===== src/sv/kmd_pkg.sv =====
// ----------------------------------------------------------------------------
// Knight move distance package
// Word types for the query and answer channels, and the knight move table.
// ----------------------------------------------------------------------------
package kmd_pkg;

	localparam int COUNT_W = 12;
	localparam int MOVE_W  = 3;

	localparam logic [MOVE_W-1:0] FIRST_MOVE = 3'd0;
	localparam logic [MOVE_W-1:0] LAST_MOVE  = 3'd7;

	// row and column step of each knight move
	localparam logic signed [2:0] MOVE_DR [8] = '{
		-3'sd2, -3'sd2, -3'sd1, -3'sd1, 3'sd1, 3'sd1, 3'sd2, 3'sd2
	};
	localparam logic signed [2:0] MOVE_DC [8] = '{
		-3'sd1, 3'sd1, -3'sd2, 3'sd2, -3'sd2, 3'sd2, -3'sd1, 3'sd1
	};

	typedef struct packed {
		logic [6:0] board_rows;
		logic [6:0] board_cols;
		logic [5:0] start_row;
		logic [5:0] start_col;
		logic [5:0] target_row;
		logic [5:0] target_col;
	} query_t;

	typedef struct packed {
		logic               reachable;
		logic [COUNT_W-1:0] move_count;
	} answer_t;

endpackage


===== src/sv/kmd_move.sv =====
// ----------------------------------------------------------------------------
// Knight move distance move unit
// Apply one knight move to a square and check that it stays on the board.
// ----------------------------------------------------------------------------
module kmd_move import kmd_pkg::*; #(
	parameter int SIDE_W = 6
) (
	input  logic [SIDE_W-1:0]   row,
	input  logic [SIDE_W-1:0]   col,
	input  logic [MOVE_W-1:0]   move,
	input  logic [6:0]          board_rows,
	input  logic [6:0]          board_cols,
	output logic [2*SIDE_W-1:0] square,
	output logic                on_board
);

	logic signed [SIDE_W+1:0] nr;
	logic signed [SIDE_W+1:0] nc;

	always_comb begin
		nr = $signed({2'b00, row}) + (SIDE_W+2)'(MOVE_DR[move]);
		nc = $signed({2'b00, col}) + (SIDE_W+2)'(MOVE_DC[move]);
		on_board = !nr[SIDE_W+1] && !nc[SIDE_W+1] &&
			(int'(nr) < int'(board_rows)) && (int'(nc) < int'(board_cols));
		square = {nr[SIDE_W-1:0], nc[SIDE_W-1:0]};
	end

endmodule


===== config.mk =====
export PLATFORM = sky130hd
export DESIGN_NAME = kmd_move
export DESIGN_NICKNAME = d
export VERILOG_FILES = /design/src/sv/kmd_pkg.sv /design/src/sv/kmd_move.sv
export SDC_FILE = /design/constraint.sdc
export NUM_CORES = 1
export LEC_CHECK = 0
export BUFFER_PORTS_ARGS = -buffer_cell sky130_fd_sc_hd__buf_4
export CAP_MARGIN = 0
export CORE_ASPECT_RATIO = 0.8
export CORE_MARGIN = 2
export CORE_UTILIZATION = 30
export DETAILED_ROUTE_END_ITERATION = 8
export SLEW_MARGIN = 40
export SYNTH_ARGS = -nofsm -noshare
export SYNTH_HDL_FRONTEND = slang
export SYNTH_SLANG_ARGS = --single-unit

===== constraint.sdc =====
create_clock -name vclk -period 5
set_input_delay 0.75 -clock vclk [all_inputs]
set_output_delay 0.75 -clock vclk [all_outputs]
set_load 0.05 [all_outputs]

==> results of run 1 <==
-- worst min-delay path: stages --
cell and delay, ns:
buf_4 0.08, ha_1 0.13, buf_4 0.19
-- layout make-up --
class	count	share of cell area, %
Inverter	24	7.101
Multi-Input combinational cell	86	64.30
Tap cell	38	3.748
Timing Repair Buffer	42	24.85
-- cells in the mapped netlist, types with 2 or more instances --
master / number
a21o_1: 5
fa_1: 2
o211ai_1: 2
o21ai_0: 3
a211oi_1: 4
nor2_1: 4
inv_1: 24
nor3b_1: 2
ha_1: 27
nor2b_1: 2
xnor2_1: 10
xor2_1: 2
a21oi_1: 9
-- power groups by stage --
stage          clock network [W]  registers, W  logic (W)
5_1_grt                        0             0   0.000277
6_report                       0             0   0.000255
2_1_floorplan                  0             0   0.000183
3_3_place_gp                   0             0   0.000254
4_1_cts                        0             0   0.000259
3_5_place_dp                   0             0   0.000258
-- routing by layer --
| layer | up-vias | track usage (%) |
|---|---|---|
| met3 | 0 | 0.2151 |
| li1 | 469 | - |
| met2 | 15 | 23.09 |
| met1 | 388 | 16.94 |
| met4 | 0 | 0 |
| met5 | - | 0 |
-- through the flow --
stage | hold WS, ns | setup slack, ns | total power [W]
2_1_floorplan | 1.883 | 0.1648 | 0.0001835
3_3_place_gp | 1.901 | 0.3183 | 0.0002542
3_5_place_dp | 1.903 | 0.2378 | 0.0002578
4_1_cts | 1.907 | 0.2311 | 0.0002588
5_1_grt | 1.930 | 0.08472 | 0.0002769
6_report | 1.905 | 0.2621 | 0.0002549
-- how the worst max path moves through the flow --
stage                     startpoint       end  slack (ns)  depth (start not counted)
after floorplan              move[1]  on_board        0.16                         11
after global placement       move[2]  on_board        0.32                         15
after detailed placement     move[2]  on_board        0.24                         15
after CTS                    move[2]  on_board        0.23                         15
after global routing         move[2]  on_board        0.08                         15
final                        move[2]  on_board        0.26                         15
-- kinds of logic (layout without fill, tap and decap cells) --
group,Yosys count,in the layout,share of synthesized area (%)
xor+xnor,12,12,11.90
simple gates,13,13,7.931
mux,1,1,1.699
fa+ha+maj,29,29,42.78
buf+inv,24,66,10.20
compound gates,31,31,25.50
==> reports/summary.txt, run 1 <==
TNS Setup - 0 ns
Area of the mapped netlist - 883.3 sq um
Worst hold endpoint - square[6]
Max-cap viol count - 0
Cell mode on critical path - ha_1
Crit path DAT - 3.99 ns
Crit path max-delay family - adder cells
Diodes inserted - 0
Least-Margin Pin Slew - 0.5663 ns
Final hold violation count - 0
Pwr dens - 200.9 nW/um^2
Die area - 3397 sq um
Starting Density - 31.70%
Worst EP required - 4.25 ns
Most frequent cells in the layout - 42 x buf_4, 27 x ha_1, 24 x inv_1, 10 x xnor2_1, 9 x a21oi_1
Vias in the first global route - 848
Register area share after synthesis - 0%
Row count - 17
Critical Path End Type - output port
Final Critical Period - 4.738 ns
Post-CTS sizing - 0
Initial antenna violation count - 0
Flop pwr share - 0%
Die Y - 52.54 um
DR vias - 872
Io pins - 42
Gr ovfl total - 0
First-pass GRT wire length - 3387 um
Layout cells sized above 1 - 31.58%
Commonest non-fill, non-tap cell in the layout - buf_4
Largest net degree at the start of global routing - 10
Lkg Pwr - 0.6917 nW
Syn Area/Cell - 8.030 sq um
CP max stage delay - 0.41 ns
Placed Cells - 190
Drt initial violations - 11
Syn. warnings - 0
Cell Chain, Critical Path - buf_4, ha_1, ha_1, inv_1, fa_1, nor2b_1, o21a_2, o21ai_2, mux2_4, a2111oi_4, ha_1, a211oi_1, o311ai_0, nor4_4, buf_4
Routed vias/inst - 4.589
TritonRoute pass-1 iters - 4
Hold Startpoint - row[0]
Crit Path Category - input pin to output port
Final Wtd Congestion - 0.8263
Buf/Inv on CP - 3
Area delta synth->final - 43.63%
Slew Limit Fails - 0
WL met1 - 987 um
Postcts setup bufs - 0
# port buffers - 42
Clock power frac - 0%
Hold Path Depth - 3
DIE WIDTH - 64.67 um
Final wirelength - 2074 um
Drt wl/cell - 10.92 um
Post-synthesis instance total - 110
Area share of the largest cell type after synthesis - 38.24%
Slowest cell on crit path - fa_1
WL met2 - 1031 um
Top Metal Used - met3
Combinational fraction of design power - 100.0%
Fin cells - 190
Worst Hold Class - input pin to output port
CP Max Fanout - 4
Fillers - 301
Top cells by area, synth - ha_1 38%, inv_1 10%, xnor2_1 9.9%
Drt drc - 0
Syn Nets - 168
Cell taking the most area after synthesis - ha_1
Sw Ratio - 61.18%
Core area - 2786 sq um
Seq cells - 0
# nets final - 212
Detailed placer's ending HPWL - 1988 um
CLK BUF - 0
Final ANT Viol Nets - 0
Netlist cell types - 27
Psw - 0.0001560 W
Post-DP Area - 1269 sq um
Status - finished clean
Fmax - 211.1 MHz
Fin crit share - 94.76%
RSZ-0062 raised after global routing - no
Setup crit start kind - input pin
Rel. slew slack - 61.76%
Internal power - 0.00009896 W
Total GRT Usage - 12.33%
Final Util - 45.53%
CTS Hold Bufs - 0
Final setup violating endpoints - 0
Sequential Area - 0 sq um
Maximum vdd ir drop - 0.06364 mV
WL met3 - 55 um
Final Cell Area - 1269 sq um
Multi-input gate area - 815.8 sq um
No activity file was read; power rests on OpenSTA's default activity.
==> inputs of run 2 (changes only) <==
--- a/config.mk
+++ b/config.mk
@@ -11,6 +11,7 @@
 export CORE_MARGIN = 2
 export CORE_UTILIZATION = 30
 export DETAILED_ROUTE_END_ITERATION = 8
+export PLACE_DENSITY_LB_ADDON = 0.15
 export SLEW_MARGIN = 40
 export SYNTH_ARGS = -nofsm -noshare
 export SYNTH_HDL_FRONTEND = slang
==> reports/summary.txt, run 2 (same netlist as run 1, synthesis figures left out) <==
Io pins - 42
Fmax - 213.3 MHz
Die Y - 52.54 um
RSZ-0062 raised after global routing - no
Pwr dens - 202.8 nW/um^2
Detailed placer's ending HPWL - 2008 um
CP Max Fanout - 4
Sequential Area - 0 sq um
Routed vias/inst - 4.674
DR vias - 888
Area delta synth->final - 43.63%
Commonest non-fill, non-tap cell in the layout - buf_4
Crit path DAT - 3.94 ns
Gr ovfl total - 0
TritonRoute pass-1 iters - 3
CLK BUF - 0
TNS Setup - 0 ns
Max-cap viol count - 0
Layout cells sized above 1 - 31.58%
DIE WIDTH - 64.67 um
Crit Path Category - input pin to output port
Final setup margin - 0.3121 ns
Final wirelength - 2104 um
Hold_ws - 1.894 ns
Final Wtd Congestion - 0.7721
Critical Path End Type - output port
Fin crit share - 93.76%
Least-Margin Pin Slew - 0.4258 ns
Row count - 17
Status - finished clean
# port buffers - 42
Slew Limit Fails - 0
Starting Density - 31.70%
Diodes inserted - 0
Seq cells - 0
Core area - 2786 sq um
Initial antenna violation count - 0
Final ANT Viol Nets - 0
Vias in the first global route - 879
Setup crit start kind - input pin
Final Critical Period - 4.688 ns
Post-Place Worst Slack - 0.2500 ns
Most frequent cells in the layout - 42 x buf_4, 27 x ha_1, 24 x inv_1, 10 x xnor2_1, 9 x a21oi_1
Maximum vdd ir drop - 0.08799 mV
Worst Hold Class - input pin to output port
Final hold violation count - 0
Total GRT Usage - 13.17%
Rel. slew slack - 71.16%
Final Util - 45.53%
First-pass GRT wire length - 3629 um
Drt initial violations - 13
Worst EP required - 4.25 ns
Die area - 3397 sq um
Drt drc - 0
Lkg Pwr - 0.6921 nW
Drt wl/cell - 11.07 um
Largest net degree at the start of global routing - 10
# nets final - 212
Final setup violating endpoints - 0
Postcts setup bufs - 0
run 2: changes by cell type in the layout (fill, tap and decap cells not counted):
| cell | delta |
|---|---|
| o311ai_0 | -1 |
| o311ai_1 | +1 |
run 2: path summary, 6_finish.rpt:
check / startpoint / end / slack [ns] / cells after the start
max: move[2] / on_board / 0.31 / 15
min: row[0] / square[6] / 1.89 / 3
run 2: metal layers:
layer  vias to the layer above  global-route usage, %  routed length [um]
li1                        467                      -                   -
met1                       403                  18.15                1075
met2                        18                  24.31                 951
met3                         0                 0.6452                  77
met4                         0                      0                   0
met5                         -                      0                   0
run 2: final cells by class:
cell class,count,area [sq um]
well taps,38,47.55
inverters,24,90.09
repair buffers,42,315.3
fillers,298,1518
multi-input cells,86,815.8
run 2: repair_timing:
| item | 4_1_cts | 5_1_grt |
|---|---|---|
| setup endpoints to repair | 0 | 1 |
| hold buffers | 0 | 0 |
| resized for setup | 0 | 1 |
run 2: report_power, final:
group | internal (W) | total (W) | leakage, nW | switching (W)
Sequential | 0 | 0 | 0 | 0
Combinational | 0.0000997 | 0.000257 | 0.692 | 0.000158
Clock | 0 | 0 | 0 | 0
Total | 0.0000997 | 0.000257 | 0.692 | 0.000158
run 2: through the flow:
stage | instance area (sq um) | std cells | total power [W]
after global routing | 1269 | 190 | 0.0002807
after CTS | 1269 | 190 | 0.0002598
final | 1269 | 190 | 0.0002573
after global placement | 1269 | 190 | 0.0002548
after floorplan | 905.9 | 110 | 0.0001835
after detailed placement | 1269 | 190 | 0.0002584
run 2: critical path, cell delays in order:
cell and delay (ns):
buf_4 0.13, ha_1 0.29, ha_1 0.19, inv_1 0.06, fa_1 0.41, nor2b_1 0.13, o21a_2 0.14, o21ai_2 0.05
mux2_4 0.31, a2111oi_4 0.32, ha_1 0.30, a211oi_1 0.23, o311ai_1 0.18, nor4_4 0.22, buf_4 0.23
==> inputs of run 3 (changes only) <==
--- a/config.mk
+++ b/config.mk
@@ -7,6 +7,8 @@
 export LEC_CHECK = 0
 export BUFFER_PORTS_ARGS = -buffer_cell sky130_fd_sc_hd__buf_4
 export CAP_MARGIN = 0
+export CELL_PAD_IN_SITES_DETAIL_PLACEMENT = 0
+export CELL_PAD_IN_SITES_GLOBAL_PLACEMENT = 1
 export CORE_ASPECT_RATIO = 0.8
 export CORE_MARGIN = 2
 export CORE_UTILIZATION = 30
==> reports/summary.txt, run 3 (same netlist as run 1, synthesis figures left out) <==
Worst Hold Class - input pin to output port
Diodes inserted - 0
Hold Startpoint - row[0]
Die Y - 52.54 um
Placed Cells - 190
Critical Path End Type - output port
Area delta synth->final - 43.63%
Hold Path Depth - 3
Largest net degree at the start of global routing - 10
Seq cells - 0
Final hold violation count - 0
Max-cap viol count - 0
Sequential Area - 0 sq um
Lkg Pwr - 0.6917 nW
DIE WIDTH - 64.67 um
Gr ovfl total - 0
CTS Hold Bufs - 0
Drt wl/cell - 10.67 um
Maximum vdd ir drop - 0.09488 mV
First-pass GRT wire length - 3353 um
Post-CTS sizing - 0
Hold_ws - 1.905 ns
Final Critical Period - 4.752 ns
DR vias - 866
TritonRoute pass-1 iters - 2
Row count - 17
Initial antenna violation count - 0
Layout cells sized above 1 - 31.58%
Commonest non-fill, non-tap cell in the layout - buf_4
Crit path DAT - 4.00 ns
CLK BUF - 0
Most frequent cells in the layout - 42 x buf_4, 27 x ha_1, 24 x inv_1, 10 x xnor2_1, 9 x a21oi_1
Final Cell Area - 1269 sq um
RSZ-0062 raised after global routing - no
# port buffers - 42
Core area - 2786 sq um
Status - finished clean
Final setup violating endpoints - 0
Worst EP required - 4.25 ns
Crit Path Category - input pin to output port
Postcts setup bufs - 0
Drt drc - 0
Final Wtd Congestion - 0.7298
Worst hold endpoint - square[6]
# nets final - 212
Pwr dens - 200.6 nW/um^2
Final ANT Viol Nets - 0
Slew Limit Fails - 0
Fin crit share - 95.04%
Detailed placer's ending HPWL - 1906 um
Die area - 3397 sq um
CP Max Fanout - 4
Post-DP Area - 1269 sq um
Starting Density - 31.70%
Fin cells - 190
Total GRT Usage - 12.26%
Routed vias/inst - 4.558
Vias in the first global route - 845
Drt initial violations - 7
Fmax - 210.4 MHz
Setup crit start kind - input pin
Io pins - 42
Rel. slew slack - 59.51%
Final wirelength - 2027 um
TNS Setup - 0 ns
Least-Margin Pin Slew - 0.5998 ns
==> run 3: changes by cell type in the layout (fill, tap and decap cells not counted) <==
cell	change
o311ai_0	+1
o311ai_1	-1
==> run 3: how the worst max path moves through the flow <==
stage                 start       end
finish              move[2]  on_board
global route        move[1]  on_board
CTS                 move[2]  on_board
detailed placement  move[2]  on_board
global placement    move[2]  on_board
floorplan           move[1]  on_board
==> run 3: final cells by class <==
cell class,instances,area (sq um)
fill,302,1518
multi-input combinational,86,815.8
timing repair buffer,42,315.3
inverter,24,90.09
tap,38,47.55
==> run 3: power breakdown <==
group / switching, W / internal, W
logic: 0.000156 / 0.0000990
clock network: 0 / 0
registers: 0 / 0
==> run 3: per-stage QoR <==
step	util, %	setup slack (ns)	power (W)
finish	45.53	0.2482	0.0002545
detailed placement	45.53	0.2131	0.0002563
global route	45.53	0.05270	0.0002788
floorplan	-	0.1648	0.0001835
CTS	45.53	0.1939	0.0002579
global placement	45.53	0.3100	0.0002551
==> run 3: critical path: stages <==
cell and delay (ns):
buf_4 0.13, ha_1 0.29, ha_1 0.18, inv_1 0.06
fa_1 0.40, nor2b_1 0.13, o21a_2 0.14, o21ai_2 0.06
mux2_4 0.31, a2111oi_4 0.31, ha_1 0.30, a211oi_1 0.22
o311ai_0 0.25, nor4_4 0.24, buf_4 0.23
==> run 3: metal layers <==
metal	global-route usage (%)	vias to the layer above	share of wire, %
met3	0	0	3.9
met2	22.74	21	44
met5	0	-	0
met1	17.14	375	51
li1	-	470	-
met4	0	0	0
